[src/rtl/core/teaching_cpu_instruction_executor_macros.svh]
// ----------------------------------------------------------------------------
// Instruction executor assertion macros
// Clocked, reset-qualified concurrent assertion helpers.
// ----------------------------------------------------------------------------
`ifndef TEACHING_CPU_INSTRUCTION_EXECUTOR_MACROS_SVH
`define TEACHING_CPU_INSTRUCTION_EXECUTOR_MACROS_SVH

// property checked at every rising edge outside reset
`define TCIE_ASSERT(lbl, prop, msg) \
  lbl: assert property (@(posedge clk_i) disable iff (!rst_ni) (prop)) else $error(msg);

// condition that must never hold
`define TCIE_ASSERT_NEVER(lbl, cond, msg) \
  `TCIE_ASSERT(lbl, !(cond), msg)

`endif

[src/rtl/core/tcie_fifo.sv]
// ----------------------------------------------------------------------------
// Instruction queue
// Small flop FIFO between front end and execute back end.
// ----------------------------------------------------------------------------
`timescale 1ns / 1ps
`default_nettype none

module tcie_fifo #(
  parameter int Width = 8,
  parameter int Depth = 4
) (
  input  wire logic             clk_i,
  input  wire logic             rst_ni,
  input  wire logic             push_i,
  input  wire logic [Width-1:0] wdata_i,
  output logic                  ready_o,
  input  wire logic             pop_i,
  output logic [Width-1:0]      head_o,
  output logic                  valid_o
);

  localparam int AW = $clog2(Depth);

  logic [Width-1:0] ent_q [Depth];
  logic [AW:0]      wp_q, rp_q;

  assign valid_o = wp_q != rp_q;
  assign ready_o = (wp_q - rp_q) != (AW+1)'(Depth);
  assign head_o  = ent_q[rp_q[AW-1:0]];

  always_ff @(posedge clk_i or negedge rst_ni) begin
    if (!rst_ni) begin
      wp_q <= '0;
      rp_q <= '0;
    end else begin
      if (push_i) begin
        wp_q <= wp_q + 1'b1;
      end
      if (pop_i) begin
        rp_q <= rp_q + 1'b1;
      end
    end
  end

  always_ff @(posedge clk_i) begin
    if (push_i) begin
      ent_q[wp_q[AW-1:0]] <= wdata_i;
    end
  end

endmodule

`default_nettype wire

[config.mk]
export PLATFORM = sky130hd
export DESIGN_NAME = tcie_fifo
export DESIGN_NICKNAME = d
export VERILOG_FILES = /design/src/rtl/core/teaching_cpu_instruction_executor_macros.svh /design/src/rtl/core/tcie_fifo.sv
export SDC_FILE = /design/constraint.sdc
export NUM_CORES = 1
export LEC_CHECK = 0
export BUFFER_PORTS_ARGS = -buffer_cell sky130_fd_sc_hd__buf_2
export CAP_MARGIN = 30
export CORE_MARGIN = 1
export CORE_UTILIZATION = 40
export CTS_CLUSTER_DIAMETER = 30
export DETAILED_ROUTE_END_ITERATION = 10
export SLEW_MARGIN = 25
export SYNTH_ARGS = -nofsm -noshare
export SYNTH_HDL_FRONTEND = slang
export SYNTH_SLANG_ARGS = --single-unit
[constraint.sdc]
create_clock -name clk_i -period 1.3 [get_ports clk_i]
set_clock_uncertainty 0.15 [all_clocks]
set_input_delay 0.13 -clock clk_i [delete_from_list [all_inputs] [get_ports clk_i]]
set_output_delay 0.13 -clock clk_i [all_outputs]
set_load 0.1 [all_outputs]
* Word level (Yosys, flattened, before mapping)
Memories as Yosys holds them, arrays and structs flattened. Cells that the tools add are included.
Cells by class: add/subtract/negate cells 3, equal/unequal tests 2, multiplexer cells 2
Operator list (count):
- $add 3x1->3 const B | 2
- $ne 3x3->1 | 1
- $ne 3x3->1 const B | 1
- $sub 3x3->3 | 1
- $mux 1 | 2
Storage, ports and cells: register bits after elaboration 6, RAM bits 32, bits of input ports 12, output and inout bits 10, memories kept 1
Memories:
- ent_q | words 4, width 8, read ports 1, clocked after Yosys merged registers in 0, write ports 1, line tcie_fifo.sv:24 | logic [Width-1:0] ent_q [Depth];

* Depth between registers and ports, before layout
word-level depth 2, gate-level depth with buffers 6, gate-level depth less buffers 5

* Least setup slack after synthesis
Ideal clock, no wire load.
path type register to output, start point reg rp_q[1], end point out ready_o, arrival time 1.743 ns, slack -0.723 ns, cell stages (with the launch flop) 7, buffers on the path 1, cell sequence dfrtp_1 > buf_2 > inv_1 > ha_1 > nor2b_1 > xnor2_1 > nand3_1
Between the ends: word-level cells in the longest chain between the ends 2
RTL lines:
- start, declared | line tcie_fifo.sv:25 | logic [AW:0] wp_q, rp_q;
- start signal, assigned | line tcie_fifo.sv:40 | rp_q <= rp_q + 1'b1;
- $sub 3x3->3 | line tcie_fifo.sv:28 | assign ready_o = (wp_q - rp_q) != (AW+1)'(Depth);
- $ne 3x3->1 | line tcie_fifo.sv:28
- end, declared | line tcie_fifo.sv:16 | output logic ready_o,
Every way passes these cells.

* Worst setup path after layout
start point reg rp_q[0], end point out head_o[0]
Between the ends: word-level cells in the longest chain between the ends 1
RTL lines:
- $mem_v2 4x8
- end, declared | line tcie_fifo.sv:18 | output logic [Width-1:0] head_o,
Every way passes these cells.

==> implementation parameters <==
Parameter                              Value

Critical path
  Required time at the worst-slack endpoint ... 1.02 ns
  Most used cell along the critical path ... sky130_fd_sc_hd__buf_6
  Cell with the biggest individual delay on the critical path ... sky130_fd_sc_hd__mux4_2
  Crit path buf inv count ... 2
  CP Launch Type ... flip-flop
  Cell family with most CP delay ... multiplexers
  Worst setup path category ... reg -> out
  Crit end category ... primary output
  CP Data Arrival Time ... 1.56 ns
  Longest individual stage delay on the worst path ... 0.52 ns
  Largest driver fanout on the critical path ... 6
  Cell-by-cell trace of the critical path ... buf_6 -> mux4_2 -> buf_6

Timing
  Max-slew violations ... 0
  Unrepaired setup endpoints after global routing ... yes
  Share of the clock period used by the worst path after layout ... 1.41
  Highest Clock Rate ... 544 MHz
  Final setup viols ... 43
  Final Hold Vio Count ... 0
  Final Worst Setup Slack ... -0.537 ns
  Worst-margin pin slew ... 0.242 ns
  Slew HR ... 0.838
  Min Tclk post-route ... 1.84 ns

Clock network
  Insertion delay of the later-clocked pin in the worst-skew pair ... 0.28 ns
  Number of sinks on the clock net ... 38
  Number of buffers inserted during clock tree synthesis ... 5
  # H-tree levels ... 2
  Maximum root-to-sink buffer count ... 2
  Clock tree root buffer cell ... sky130_fd_sc_hd__clkbuf_8
  CTS tree ... yes
  Clock transition at the register clock pins on the worst setup and hold paths after CTS ... 0.07 ns

Drt
  Violation count after the first detailed-route iteration ... 24
  Number of remaining DRC errors ... 0
  Post-route ant nets ... 0
  Total detailed-routing wirelength ... 2710 um
  Vias ... 837
  Detail-routed via count per cell ... 4.76
  Drt wl/cell ... 15.4 um
  First drt pass iteration count ... 4

Finish
  Antenna diodes ... 0
  Non-filler instance count after layout ... 176
  Synth-to-Final Area Change ... 48.8%
  Post-layout net count ... 147
  Fraction of layout instances using a drive strength above 1 ... 0.547

Floorplanning
  Placement row count ... 22
  Effective utilization at floorplan ... 0.416
  Core region area ... 3660 um^2
  Area enclosed by the die boundary ... 4050 um^2
  Number of primary I/O pins ... 22
  Width of the chip ... 63.7 um
  Vertical extent of the die ... 63.7 um

Synth
  XOR/XNOR Fraction of Synth Area ... 0.0345
  Cell area after synthesis ... 1520 um^2
  Synthesized-area fraction occupied by adder cells ... 0.0576
  Distinct cell type count of the synthesized netlist ... 14
  Combinational family with the most area after synthesis ... multiplexers
  Count of state elements after synthesis ... 38
  Synthesized instance count ... 76
  Syn Nets ... 95
  Synthesized-area fraction occupied by and/or/nand/nor cells ... 0.0345
  Average cell area after synthesis ... 20.0 um^2
  Multiplexer share of the synthesized area ... 0.118
  YS warnings ... 0
  Compound-Gate Fraction of Synth Area ... 0.00658
  Sequential element share of the synthesized area ... 0.730

Global routing
  Wire length of the first global-routing pass ... 4400 um
  GRT overflow ... 0
  Number of global-route vias before repair ... 897
  Antenna violations before repair ... 0
  Aggregate global-route resource usage ... 0.155
  Maximum number of pins on one net before global-route repair ... 12

Run
  Max cap viols ... 0

Min path
  Hold/Removal Path Class ... in -> async

Placed design
  Port bufs ... 21
  Placed cells ... 153
  HPWL after detailed placement ... 1710 um
  RD Place Congestion ... 0.703

Outcome
  Status ... finished with violations
  Violated checks ... setup timing
[worst register-to-register path, cell delays in order, from the launching register on]
cell                      delay [ns]
sky130_fd_sc_hd__dfrtp_1        0.42
sky130_fd_sc_hd__buf_6          0.14
sky130_fd_sc_hd__buf_6          0.11
sky130_fd_sc_hd__ha_4           0.11
sky130_fd_sc_hd__and2_4         0.21
[synth_stat cells]
library cell | number | area, um^2
sky130_fd_sc_hd__buf_6 | 1 | 11.3
sky130_fd_sc_hd__inv_1 | 3 | 11.3
sky130_fd_sc_hd__xor2_1 | 3 | 26.3
sky130_fd_sc_hd__o21ai_0 | 2 | 10.0
sky130_fd_sc_hd__dfrtp_1 | 6 | 150
sky130_fd_sc_hd__and2_1 | 4 | 25.0
sky130_fd_sc_hd__ha_1 | 7 | 87.6
sky130_fd_sc_hd__buf_2 | 1 | 5.00
sky130_fd_sc_hd__nand3_1 | 2 | 10.0
sky130_fd_sc_hd__nor2b_1 | 1 | 6.26
sky130_fd_sc_hd__edfxtp_1 | 32 | 961
sky130_fd_sc_hd__xnor2_1 | 3 | 26.3
sky130_fd_sc_hd__nand2_1 | 3 | 11.3
sky130_fd_sc_hd__mux4_2 | 8 | 180
[state kept, by name, indices dropped and copies added (netlist names)]
| register | flops |
|---|---|
| ent_q | 32 |
| rp_q | 3 |
| wp_q | 3 |
[cell type report]
| cell class | count | area [um^2] |
|---|---|---|
| clock inverters | 2 | 33.8 |
| flip-flops and latches | 38 | 1110 |
| inverters | 3 | 16.3 |
| well taps | 48 | 60.1 |
| clock buffers | 5 | 68.8 |
| fillers | 274 | 1400 |
| repair buffers | 46 | 432 |
| multi-input cells | 34 | 543 |
[worst paths after layout]
check | startpoint | endpoint | slack [ns] | depth (start not counted)
min in group clk_i | wdata_i[7] | ent_q[3][7] | 0.45 | 2
worst max register to register | wp_q[1] | ent_q[2][6] | -0.14 | 4
worst min register to register | rp_q[2] | rp_q[2] | 0.45 | 2
max in group asynchronous | rst_ni | rp_q[2] | 0.80 | 2
worst max-delay path | rp_q[0] | head_o[0] | -0.54 | 3
worst min-delay path | rst_ni | wp_q[1] | 0.05 | 2
[layer usage]
layer / GRT usage / wire length, um / up-vias / part of all wire
met3: 0.0489 / 115 / 6 / 0.042
met1: 0.195 / 1190 / 417 / 0.44
met4: 0.0682 / 48 / 0 / 0.018
met2: 0.246 / 1360 / 21 / 0.50
li1: - / - / 393 / -
met5: 0 / 0 / - / 0
[cells by family (layout without fill, tap and decap cells)]
| group | Yosys count | count (layout) |
|---|---|---|
| DFF | 38 | 38 |
| and+or+nand+nor | 10 | 11 |
| muxes | 8 | 8 |
| adders and majority gates | 7 | 7 |
| xor gates and xnor gates | 6 | 6 |
| buffers and inverters | 5 | 56 |
| AOI/OAI and AO/OA | 2 | 2 |
[layout by cell type, fill, tap and decap left out]
cell type,count
sky130_fd_sc_hd__clkinv_1,1
sky130_fd_sc_hd__xnor2_1,1
sky130_fd_sc_hd__buf_12,3
sky130_fd_sc_hd__xnor2_2,2
sky130_fd_sc_hd__mux4_2,8
sky130_fd_sc_hd__inv_6,1
sky130_fd_sc_hd__nand3_4,2
sky130_fd_sc_hd__dfrtp_1,6
sky130_fd_sc_hd__nor2b_4,1
sky130_fd_sc_hd__inv_1,1
sky130_fd_sc_hd__clkbuf_8,5
sky130_fd_sc_hd__dlygate4sd3_1,11
sky130_fd_sc_hd__edfxtp_1,32
sky130_fd_sc_hd__o21ai_0,1
sky130_fd_sc_hd__o21ai_2,1
sky130_fd_sc_hd__bufinv_16,1
sky130_fd_sc_hd__inv_2,1
sky130_fd_sc_hd__xor2_1,3
sky130_fd_sc_hd__nand2_2,1
sky130_fd_sc_hd__and2_4,5
sky130_fd_sc_hd__buf_4,8
sky130_fd_sc_hd__buf_2,11
sky130_fd_sc_hd__buf_6,13
sky130_fd_sc_hd__ha_4,7
sky130_fd_sc_hd__nand2_1,2
[through the flow]
| stage | hold slack [ns] | setup slack [ns] | cell area [um^2] | setup TNS, ns | utilization |
|---|---|---|---|---|---|
| CTS | 0.0456 | -0.554 | 2170 | -8.56 | 0.593 |
| global placement | -0.185 | -0.325 | 1820 | -5.80 | 0.497 |
| detailed placement | -0.180 | -0.328 | 1820 | -6.13 | 0.497 |
| finish | 0.0469 | -0.537 | 2260 | -8.79 | 0.619 |
| floorplan | -0.316 | -0.288 | 1570 | -2.68 | - |
| global route | 0.0883 | -0.590 | 2260 | -10.54 | 0.619 |
[what timing repair did]
item                                    in CTS  in global routing
endpoints found under the setup margin      43                 45
setup buffers                                2                  4
gates cloned                                 1                  0
endpoints found under the hold margin       42                  0
resized for setup                           32                 17
hold buffers                                11                  0
pin swaps                                    4                  1
Power is not shown: default switching activity piles up to over one toggle a cycle in this logic, so the estimate is an artifact.
