--- src/rtl/core/teaching_cpu_instruction_executor_macros.svh ---
// ----------------------------------------------------------------------------
// Instruction executor assertion macros
// Clocked, reset-qualified concurrent assertion helpers.
// ----------------------------------------------------------------------------
`ifndef TEACHING_CPU_INSTRUCTION_EXECUTOR_MACROS_SVH
`define TEACHING_CPU_INSTRUCTION_EXECUTOR_MACROS_SVH

// property checked at every rising edge outside reset
`define TCIE_ASSERT(lbl, prop, msg) \
  lbl: assert property (@(posedge clk_i) disable iff (!rst_ni) (prop)) else $error(msg);

// condition that must never hold
`define TCIE_ASSERT_NEVER(lbl, cond, msg) \
  `TCIE_ASSERT(lbl, !(cond), msg)

`endif

--- src/rtl/core/tcie_pkg.sv ---
// ----------------------------------------------------------------------------
// Instruction executor package
// Shared constants, opcodes and decoded-instruction types.
// ----------------------------------------------------------------------------
`timescale 1ns / 1ps
`default_nettype none

package tcie_pkg;

  localparam int RegCountDef  = 32;
  localparam int DataWordsDef = 4096;
  localparam int QueueDepth   = 4;
  localparam int InstrBytes   = 4;

  typedef enum logic [4:0] {
    OP_ADD   = 5'd0,
    OP_ADDL  = 5'd1,
    OP_SUB   = 5'd2,
    OP_SUBL  = 5'd3,
    OP_MUL   = 5'd4,
    OP_AND   = 5'd5,
    OP_OR    = 5'd6,
    OP_EXOR  = 5'd7,
    OP_MOVC  = 5'd8,
    OP_LOAD  = 5'd9,
    OP_LDR   = 5'd10,
    OP_STORE = 5'd11,
    OP_STR   = 5'd12,
    OP_BZ    = 5'd13,
    OP_BNZ   = 5'd14,
    OP_JUMP  = 5'd15,
    OP_HALT  = 5'd16
  } op_e;

  typedef struct packed {
    logic wr;
    logic setz;
    logic ld;
    logic st;
  } cls_t;

  typedef struct packed {
    cls_t        cls;
    logic [4:0]  op;
    logic [15:0] pc;
    logic [4:0]  rd;
    logic [4:0]  rs1;
    logic [4:0]  rs2;
    logic [4:0]  rs3;
    logic [15:0] imm;
  } dec_t;

  typedef struct packed {
    logic clr_busy;
    logic halted;
  } bk_stat_t;

endpackage

`default_nettype wire

--- src/rtl/core/tcie_front.sv ---
// ----------------------------------------------------------------------------
// Instruction executor front end
// Accepts input beats, classifies the opcode and registers the decoded item.
// ----------------------------------------------------------------------------
`timescale 1ns / 1ps
`default_nettype none

module tcie_front (
  input  wire logic          clk_i,
  input  wire logic          rst_ni,
  input  wire logic          s_axis_tvalid_i,
  output logic               s_axis_tready_o,
  input  wire logic [63:0]   s_axis_tdata_i,
  output tcie_pkg::dec_t     dec_o,
  output logic               push_o,
  input  wire logic          q_ready_i
);
  import tcie_pkg::*;

  logic f_v_q;
  dec_t f_d_q, f_d_d;

  always_comb begin
    f_d_d     = '0;
    f_d_d.op  = s_axis_tdata_i[4:0];
    f_d_d.pc  = s_axis_tdata_i[20:5];
    f_d_d.rd  = s_axis_tdata_i[25:21];
    f_d_d.rs1 = s_axis_tdata_i[30:26];
    f_d_d.rs2 = s_axis_tdata_i[35:31];
    f_d_d.rs3 = s_axis_tdata_i[40:36];
    f_d_d.imm = s_axis_tdata_i[56:41];
    case (s_axis_tdata_i[4:0])
      OP_ADD, OP_ADDL, OP_SUB, OP_SUBL, OP_MUL: begin
        f_d_d.cls.wr   = 1'b1;
        f_d_d.cls.setz = 1'b1;
      end
      OP_AND, OP_OR, OP_EXOR, OP_MOVC: begin
        f_d_d.cls.wr = 1'b1;
      end
      OP_LOAD, OP_LDR: begin
        f_d_d.cls.wr = 1'b1;
        f_d_d.cls.ld = 1'b1;
      end
      OP_STORE, OP_STR: begin
        f_d_d.cls.st = 1'b1;
      end
      default: begin
        f_d_d.cls = '0;
      end
    endcase
  end

  assign push_o          = f_v_q && q_ready_i;
  assign s_axis_tready_o = !f_v_q || q_ready_i;
  assign dec_o           = f_d_q;

  always_ff @(posedge clk_i or negedge rst_ni) begin
    if (!rst_ni) begin
      f_v_q <= 1'b0;
    end else if (s_axis_tready_o) begin
      f_v_q <= s_axis_tvalid_i;
    end
  end

  always_ff @(posedge clk_i) begin
    if (s_axis_tready_o && s_axis_tvalid_i) begin
      f_d_q <= f_d_d;
    end
  end

endmodule

`default_nettype wire

--- config.mk ---
export PLATFORM = sky130hd
export DESIGN_NAME = tcie_front
export DESIGN_NICKNAME = d
export VERILOG_FILES = /design/src/rtl/core/teaching_cpu_instruction_executor_macros.svh /design/src/rtl/core/tcie_pkg.sv /design/src/rtl/core/tcie_front.sv
export SDC_FILE = /design/constraint.sdc
export NUM_CORES = 1
export LEC_CHECK = 0
export ABC_AREA = 1
export BUFFER_PORTS_ARGS = -buffer_cell sky130_fd_sc_hd__buf_2
export CAP_MARGIN = 20
export CORE_MARGIN = 2
export CORE_UTILIZATION = 35
export DETAILED_ROUTE_END_ITERATION = 8
export GPL_TIMING_DRIVEN = 0
export PLACE_DENSITY = 0.71
export SLEW_MARGIN = 20
export SYNTH_ARGS = -nofsm -noshare
export SYNTH_HDL_FRONTEND = slang
export SYNTH_SLANG_ARGS = --single-unit
--- constraint.sdc ---
create_clock -name clk_i -period 4.3 [get_ports clk_i]
set_input_delay 0.86 -clock clk_i [delete_from_list [all_inputs] [get_ports clk_i]]
set_output_delay 0.86 -clock clk_i [all_outputs]
set_load 0.005 [all_outputs]
# Yosys cells after proc, flatten, opt, wreduce, memory -nomap -nowiden
# Index checks and enable logic that the tools add are counted.
dict set report totals {
  out_inout_bits 63
  elab_cells 37
  reg_bits 62
  input_bits 68
}
dict set report op_classes {
  n_eq_ne 12
  mux 4
  reduce_logical 9
}
# cell n
set ops {}
lappend ops {{$eq 5x4->1 const B} 5}
lappend ops {{$eq 5x3->1 const B} 4}
lappend ops {{$reduce_or 11->1} 1}
lappend ops {{$eq 5x2->1 const B} 2}
lappend ops {{$eq 5x1->1 const B} 1}
lappend ops {{$logic_not 5->1} 1}
lappend ops {{$reduce_or 5->1} 1}
lappend ops {{$mux 1} 4}
lappend ops {{$reduce_or 2->1} 2}
lappend ops {{$logic_and 1x1->1} 2}
lappend ops {{$logic_not 1->1} 1}
lappend ops {{$logic_or 1x1->1} 1}

# Longest topological paths before layout
# Gate-level depths: netlist (run 1).
dict set report depth {
  depth_word 3
  depth_mapped 4
  ltp_nobuf 4
}

# Worst setup path before layout (run 1)
# No wires, ideal clock.
dict set report synth_timing {
  kind {input to register}
  start {input port s_axis_tvalid_i}
  end {register f_d_q, in the netlist dec_o[0] (enable)}
  stages 2
  setup_ns 0.500
  arrival_ns 3.865
  path_slack_ns -0.065
  cell_sequence {inv_1 -> a21oi_1}
}
dict set report synth_via {
  elab_chain_len 1
}
# item line_no
set synth_lines {}
lappend synth_lines {{from (decl)} tcie_front.sv:11} ;# input wire logic s_axis_tvalid_i,
lappend synth_lines {{$logic_and 1x1->1} tcie_front.sv:66} ;# if (s_axis_tready_o && s_axis_tvalid_i) begin
lappend synth_lines {{to (signal assigned)} tcie_front.sv:67} ;# f_d_q <= f_d_d;
lappend synth_lines {{to (decl)} tcie_front.sv:21} ;# dec_t f_d_q, f_d_d;
# No other way between the ends.
# A chain may end at the register's enable or synchronous reset.

# Worst setup path after layout (run 1)
dict set report layout_timing {
  start {input port q_ready_i}
  end {output port s_axis_tready_o}
}
dict set report layout_via {
  elab_chain_len 1
}
# item line_no
set layout_lines {}
lappend layout_lines {{from (decl)} tcie_front.sv:16} ;# input wire logic q_ready_i
lappend layout_lines {{$logic_or 1x1->1} tcie_front.sv:54} ;# assign s_axis_tready_o = !f_v_q || q_ready_i;
lappend layout_lines {{to (decl)} tcie_front.sv:12} ;# output logic s_axis_tready_o,
# No other way between the ends.

==> results of run 1 <==
worst max path at each step:
stage,startpoint,end,slack [ns]
floorplan,q_ready_i,dec_o[0],1.18
global placement,q_ready_i,dec_o[51],0.43
detailed placement,q_ready_i,dec_o[51],1.90
CTS,q_ready_i,s_axis_tready_o,2.17
global route,q_ready_i,s_axis_tready_o,2.14
finish,q_ready_i,s_axis_tready_o,2.18
worst max-delay path, stage by stage:
cell and delay (ns):
buf_2 0.10, inv_1 0.10, nand2_1 0.07, buf_2 0.13
cell usage in the layout, fill, tap and decap left out, drive strengths merged:
cell type    n
buf        125
clkinvlp     1
a21oi        1
edfxtp      61
nor2         8
nand2       11
bufinv       2
clkinv       3
inv          8
clkbuf      10
dfrtp        1
layout make-up:
| type | count | area [sq um] | share of cell area, % |
|---|---|---|---|
| clock buffer | 10 | 128 | 4.31 |
| multi-input combinational | 20 | 100 | 3.38 |
| tap | 72 | 90.1 | 3.04 |
| inverter | 8 | 30.0 | 1.01 |
| timing repair buffer | 125 | 671 | 22.6 |
| clock inverter | 6 | 86.3 | 2.92 |
| sequential | 62 | 1860 | 62.7 |
flip-flops by register name (all words and copies together) (netlist names):
register	cells
dec_o	61
f_v_q	1
power breakdown:
group	switching, uW	internal [uW]	leakage, uW	total (uW)
combinational	45.7	49.1	0.000599	94.8
sequential	7.55	704	0.000593	712
clock	211	325	0.000106	536
cell families after synthesis:
kind of cell | after synthesis | share of synthesized area (%)
buf+inv | 8 | 1.52
flops | 62 | 94.0
simple gates | 19 | 4.24
compound gates | 1 | 0.253
routing by layer:
layer | vias to the layer above | GRT usage, % | routed length (um)
li1 | 604 | - | -
met1 | 554 | 14.2 | 1540
met2 | 76 | 20.2 | 1980
met3 | 6 | 4.43 | 435
met4 | 0 | 7.76 | 55
met5 | - | 0 | 0
metrics by stage:
step / instance area, sq um / setup slack [ns] / hold WS (ns)
floorplan: 1980 / 1.18 / 0.529
global placement: 2690 / 0.426 / 0.518
detailed placement: 2750 / 1.90 / 0.579
CTS: 2960 / 2.17 / 0.281
global route: 2960 / 2.14 / 0.283
finish: 2960 / 2.18 / 0.303
==> flow_summary_export.csv, run 1 <==
group,metric,value,unit
run_status,status,"complete, no violations",
grt,grt_pass1_wl,5630,um
layout,final_cells,303,
route,postRouteAntennaNets,0,
floorplanning,pin_count,131,
setup_path,criticalPathCategory,"in2out",
placement,gp_congestion,0.729,
floorplanning,die_area,6260,sq um
route,drt-initial-drc-count,73,
power,power,1340,uW
setup_path,cp.arrival,1.26,ns
timing,fin_worst_skew,0.00421,ns
synth,yosys.cell_count.top_type,"edfxtp_1",
synth,synth_edf_count,61,
synth,synth_top_cell_by_area,"edfxtp_1",
grt,globalRouteTotalUtil,12.5,%
synth,syn_avg_cell_area,22.0,sq um
synth,yosys-top-cells-count,"61 x edfxtp_1, 10 x nand2_1, 7 x inv_1, 6 x nor2_1",
timing,maxSlewViolCount,0,
timing,final.period_utilization,49.3,%
clock_tree,clockRootBuffer,"clkbuf_8",
synth,yosysUniqueCellTypes,10,
min_path,hold_path_class,"in2async",
synth,synth_area_leaders,"edfxtp_1 93%, nand2_1 1.9%, inv_1 1.3%",
timing,tightest_slew,0.754,ns
setup_path,cp.required,3.44,ns
synth,seq_area_frac_synth,94.0,%
setup_path,r2r_start,"f_v_q",
setup_path,rr_worst_depth,3,
layout,drive_gt1_share,62.8,%
power,vdd_ir_drop_max,0.175,mV
timing,rsz0062_at_grt,"false",
floorplanning,die_w,79.1,um
synth,async_flop_share,1.61,%
route,vias_per_cell,4.09,
clock_tree,clockBufferDepth,2,
power,power.leakage,0.00130,uW
grt,grt_max_degree,23,
clock_tree,cts_num_sinks,62,
route,drt_wl_total,4010,um
clock_tree,postCtsSetupBuffers,0,
clock_tree,cts_resized,0,
synth,synthFlopType,"edfxtp_1",
floorplanning,rows,27,
floorplanning,dieHeight,79.1,um
clock_tree,cts_hold_buf,0,
timing,min_period,2.12,ns
setup_path,r2r_setup_slack,2.52,ns
timing,relSlewSlack,49.6,%
grt,antenna_found_initial,0,
synth,syn-cell-area,1980,sq um
route,via_count,1240,
placement,dp_hpwl,3130,um
clock_tree,h-tree-depth,3,
synth,synth_fp_nets,158,
layout,synthToLayoutAreaGrowth,49.9,%
floorplanning,initial_core_util,36.1,%
power,p_per_area,453,nW/um^2
clock_tree,cts-buffers-inserted,9,
layout,n_antenna_cell,0,
floorplanning,core_region_area,5470,sq um
synth,synth_top_area_share,92.7,%
synth,ys_ff_latch,62,
setup_path,endpoint_kind,"output pin",
grt,grt_pass1_vias,1135,
setup_path,rr_endpoint,"dec_o[34]",
route,wire_per_inst,13.2,um
setup_path,startpoint_type,"input port",
placement,place_inst,287,
route,drc,0,
layout,final_util,54.1,%
timing,setup_viol,0,
clock_tree,clkTransAtPathRegs,0.06,ns
layout,final_nets,294,
placement,numPortBuffers,123,
route,dr.pass1.iters,4,
clock_tree,cts_tree,"yes",
clock_tree,clock_latency,0.32,ns
timing,final-hold-violation-count,0,
layout,num-fill-cells,472,
setup_path,critPathMaxFanout,2,
timing,tns,0,ns
run,maxCapViolations,0,
synth,syn_inst,90,
synth,ys.warnings.count,0,
grt,gr-total-overflow,0,
timing,fmax,471,MHz
Note: power is estimated with default switching activity, not from simulation.
==> run 2, diff against run 1 <==
Clock period 4.3 ns to 2.12 ns, I/O delays scaled along.
==> run 2 against run 1 <==
Against the previous run:
- first-iteration DRC count shrank 44%
- register-to-register slack lost 2.1 ns
- global-route usage grew 0.82 points
- flip-flop and latch count is the same
- clock power grew 82%
- power grew 95%
- critical path depth shrank 1
- largest cell class unchanged
- combinational power grew 110%
- design area shrank 0.51%
==> flow_summary_export.csv, run 2 (same netlist as run 1, synthesis figures left out) <==
group,metric,value,unit
timing,worst_slack,0.393,ns
power,power,2610,uW
placement,dp_hpwl,3120,um
placement,numPortBuffers,123,
layout,final_common_cell,"buf_2",
route,drt_wl_total,4150,um
placement,place_inst,287,
clock_tree,clkTransAtPathRegs,0.07,ns
timing,relSlewSlack,54.6,%
layout,largest_reg_flops,61,
run_status,status,"complete, no violations",
floorplanning,pin_count,131,
route,vias_per_cell,4.14,
timing,fmax,579,MHz
timing,final-hold-violation-count,0,
grt,antenna_found_initial,0,
timing,rsz0062_at_grt,"false",
floorplanning,die_area,6260,sq um
grt,grt_max_degree,24,
setup_path,endpoint_kind,"register",
floorplanning,core_region_area,5470,sq um
timing,tightest_slew,0.679,ns
min_path,hold_path_class,"in2reg",
floorplanning,dieHeight,79.1,um
route,drc,0,
layout,synthToLayoutAreaGrowth,49.1,%
setup_path,cp.required,2.15,ns
floorplanning,rows,27,
layout,final_cells,304,
grt,grt_pass1_vias,1146,
clock_tree,h-tree-depth,3,
setup_path,critPathMaxFanout,23,
setup_path,cp.arrival,1.76,ns
route,dr.pass1.iters,4,
power,power.leakage,0.00129,uW
run,maxCapViolations,0,
clock_tree,clockBufferDepth,2,
setup_path,startpoint_type,"register",
timing,finalHoldWorstSlack,0.269,ns
floorplanning,die_w,79.1,um
clock_tree,clock_latency,0.32,ns
timing,tns,0,ns
route,postRouteAntennaNets,0,
placement,pre_cts_slack,0.209,ns
clock_tree,cts_tree,"yes",
grt,gr-total-overflow,0,
timing,maxSlewViolCount,0,
timing,final.period_utilization,81.5,%
layout,final_nets,295,
power,p_per_area,887,nW/um^2
layout,drive_gt1_share,62.5,%
timing,fin_worst_skew,0.00399,ns
setup_path,criticalPathCategory,"reg2reg",
clock_tree,clockRootBuffer,"clkbuf_8",
placement,gp_congestion,0.632,
layout,layout_common_cells,"123 x buf_2, 61 x edfxtp_1, 10 x nand2_1",
power,vdd_ir_drop_max,0.402,mV
grt,globalRouteTotalUtil,13.3,%
route,via_count,1260,
route,drt-initial-drc-count,41,
grt,grt_pass1_wl,5770,um
floorplanning,initial_core_util,36.1,%
layout,n_antenna_cell,0,
clock_tree,cts_num_sinks,62,
timing,min_period,1.73,ns
route,wire_per_inst,13.6,um
clock_tree,cts-buffers-inserted,9,
timing,setup_viol,0,
## run 2: cell count changes in the layout (fill, tap and decap cells not counted)
cell           delta
clkinv_2          +1
bufinv_16         -1
dlygate4sd3_1     +1
clkinv_1          +1
clkbuf_1          -1
## run 2: layout make-up
class	instances	area, sq um
Fill cell	478	2530
Sequential cell	62	1860
Timing Repair Buffer	126	681
Clock buffer	9	124
Multi-Input combinational cell	20	100
Tap cell	72	90.1
Clock inverter	7	65.1
Inverter	8	30.0
## run 2: metal layers
metal	vias up	track usage, %	wire length [um]	share of wire, %
met5	-	0	0	0
met4	0	8.28	71	1.7
met3	9	6.02	485	12
met2	77	22.6	2160	52
met1	570	13.2	1420	34
li1	604	-	-	-
## run 2: critical path, cell delays in order (launching register included)
cell	delay, ns
dfrtp_1	0.42
a21oi_4	0.58
buf_16	0.25
buf_16	0.17
## run 2: timing repair
action	in CTS	in global routing
buffers inserted	0	0
endpoints found under the setup margin	0	0
hold buffers	1	0
hold endpoints to repair	1	0
gates resized for setup	0	0
## run 2: through the flow
stage,instance area (sq um),util [%]
floorplan,1990,-
global placement,2690,49.2
detailed placement,2750,50.2
CTS,2950,53.8
global route,2950,53.8
finish,2950,53.8
## run 2: where the power goes
group | switching, uW | leakage, uW | total (uW) | internal [uW]
clock network | 443 | 0.0000964 | 977 | 534
logic | 94.0 | 0.000603 | 195 | 101
registers | 15.3 | 0.000593 | 1440 | 1430
total | 552 | 0.00129 | 2610 | 2060
## run 2: path summary, 6_finish.rpt
check | slack [ns] | cells past startpoint | from | end
hold reg to reg | 0.58 | 2 | f_v_q | f_v_q
hold / removal | 0.27 | 1 | s_axis_tdata_i[21] | dec_o[31]
min in group asynchronous | 0.41 | 2 | rst_ni | f_v_q
max in group asynchronous | 1.63 | 2 | rst_ni | f_v_q
setup reg to reg | 0.39 | 3 | f_v_q | dec_o[30]
setup / recovery | 0.39 | 3 | f_v_q | dec_o[30]
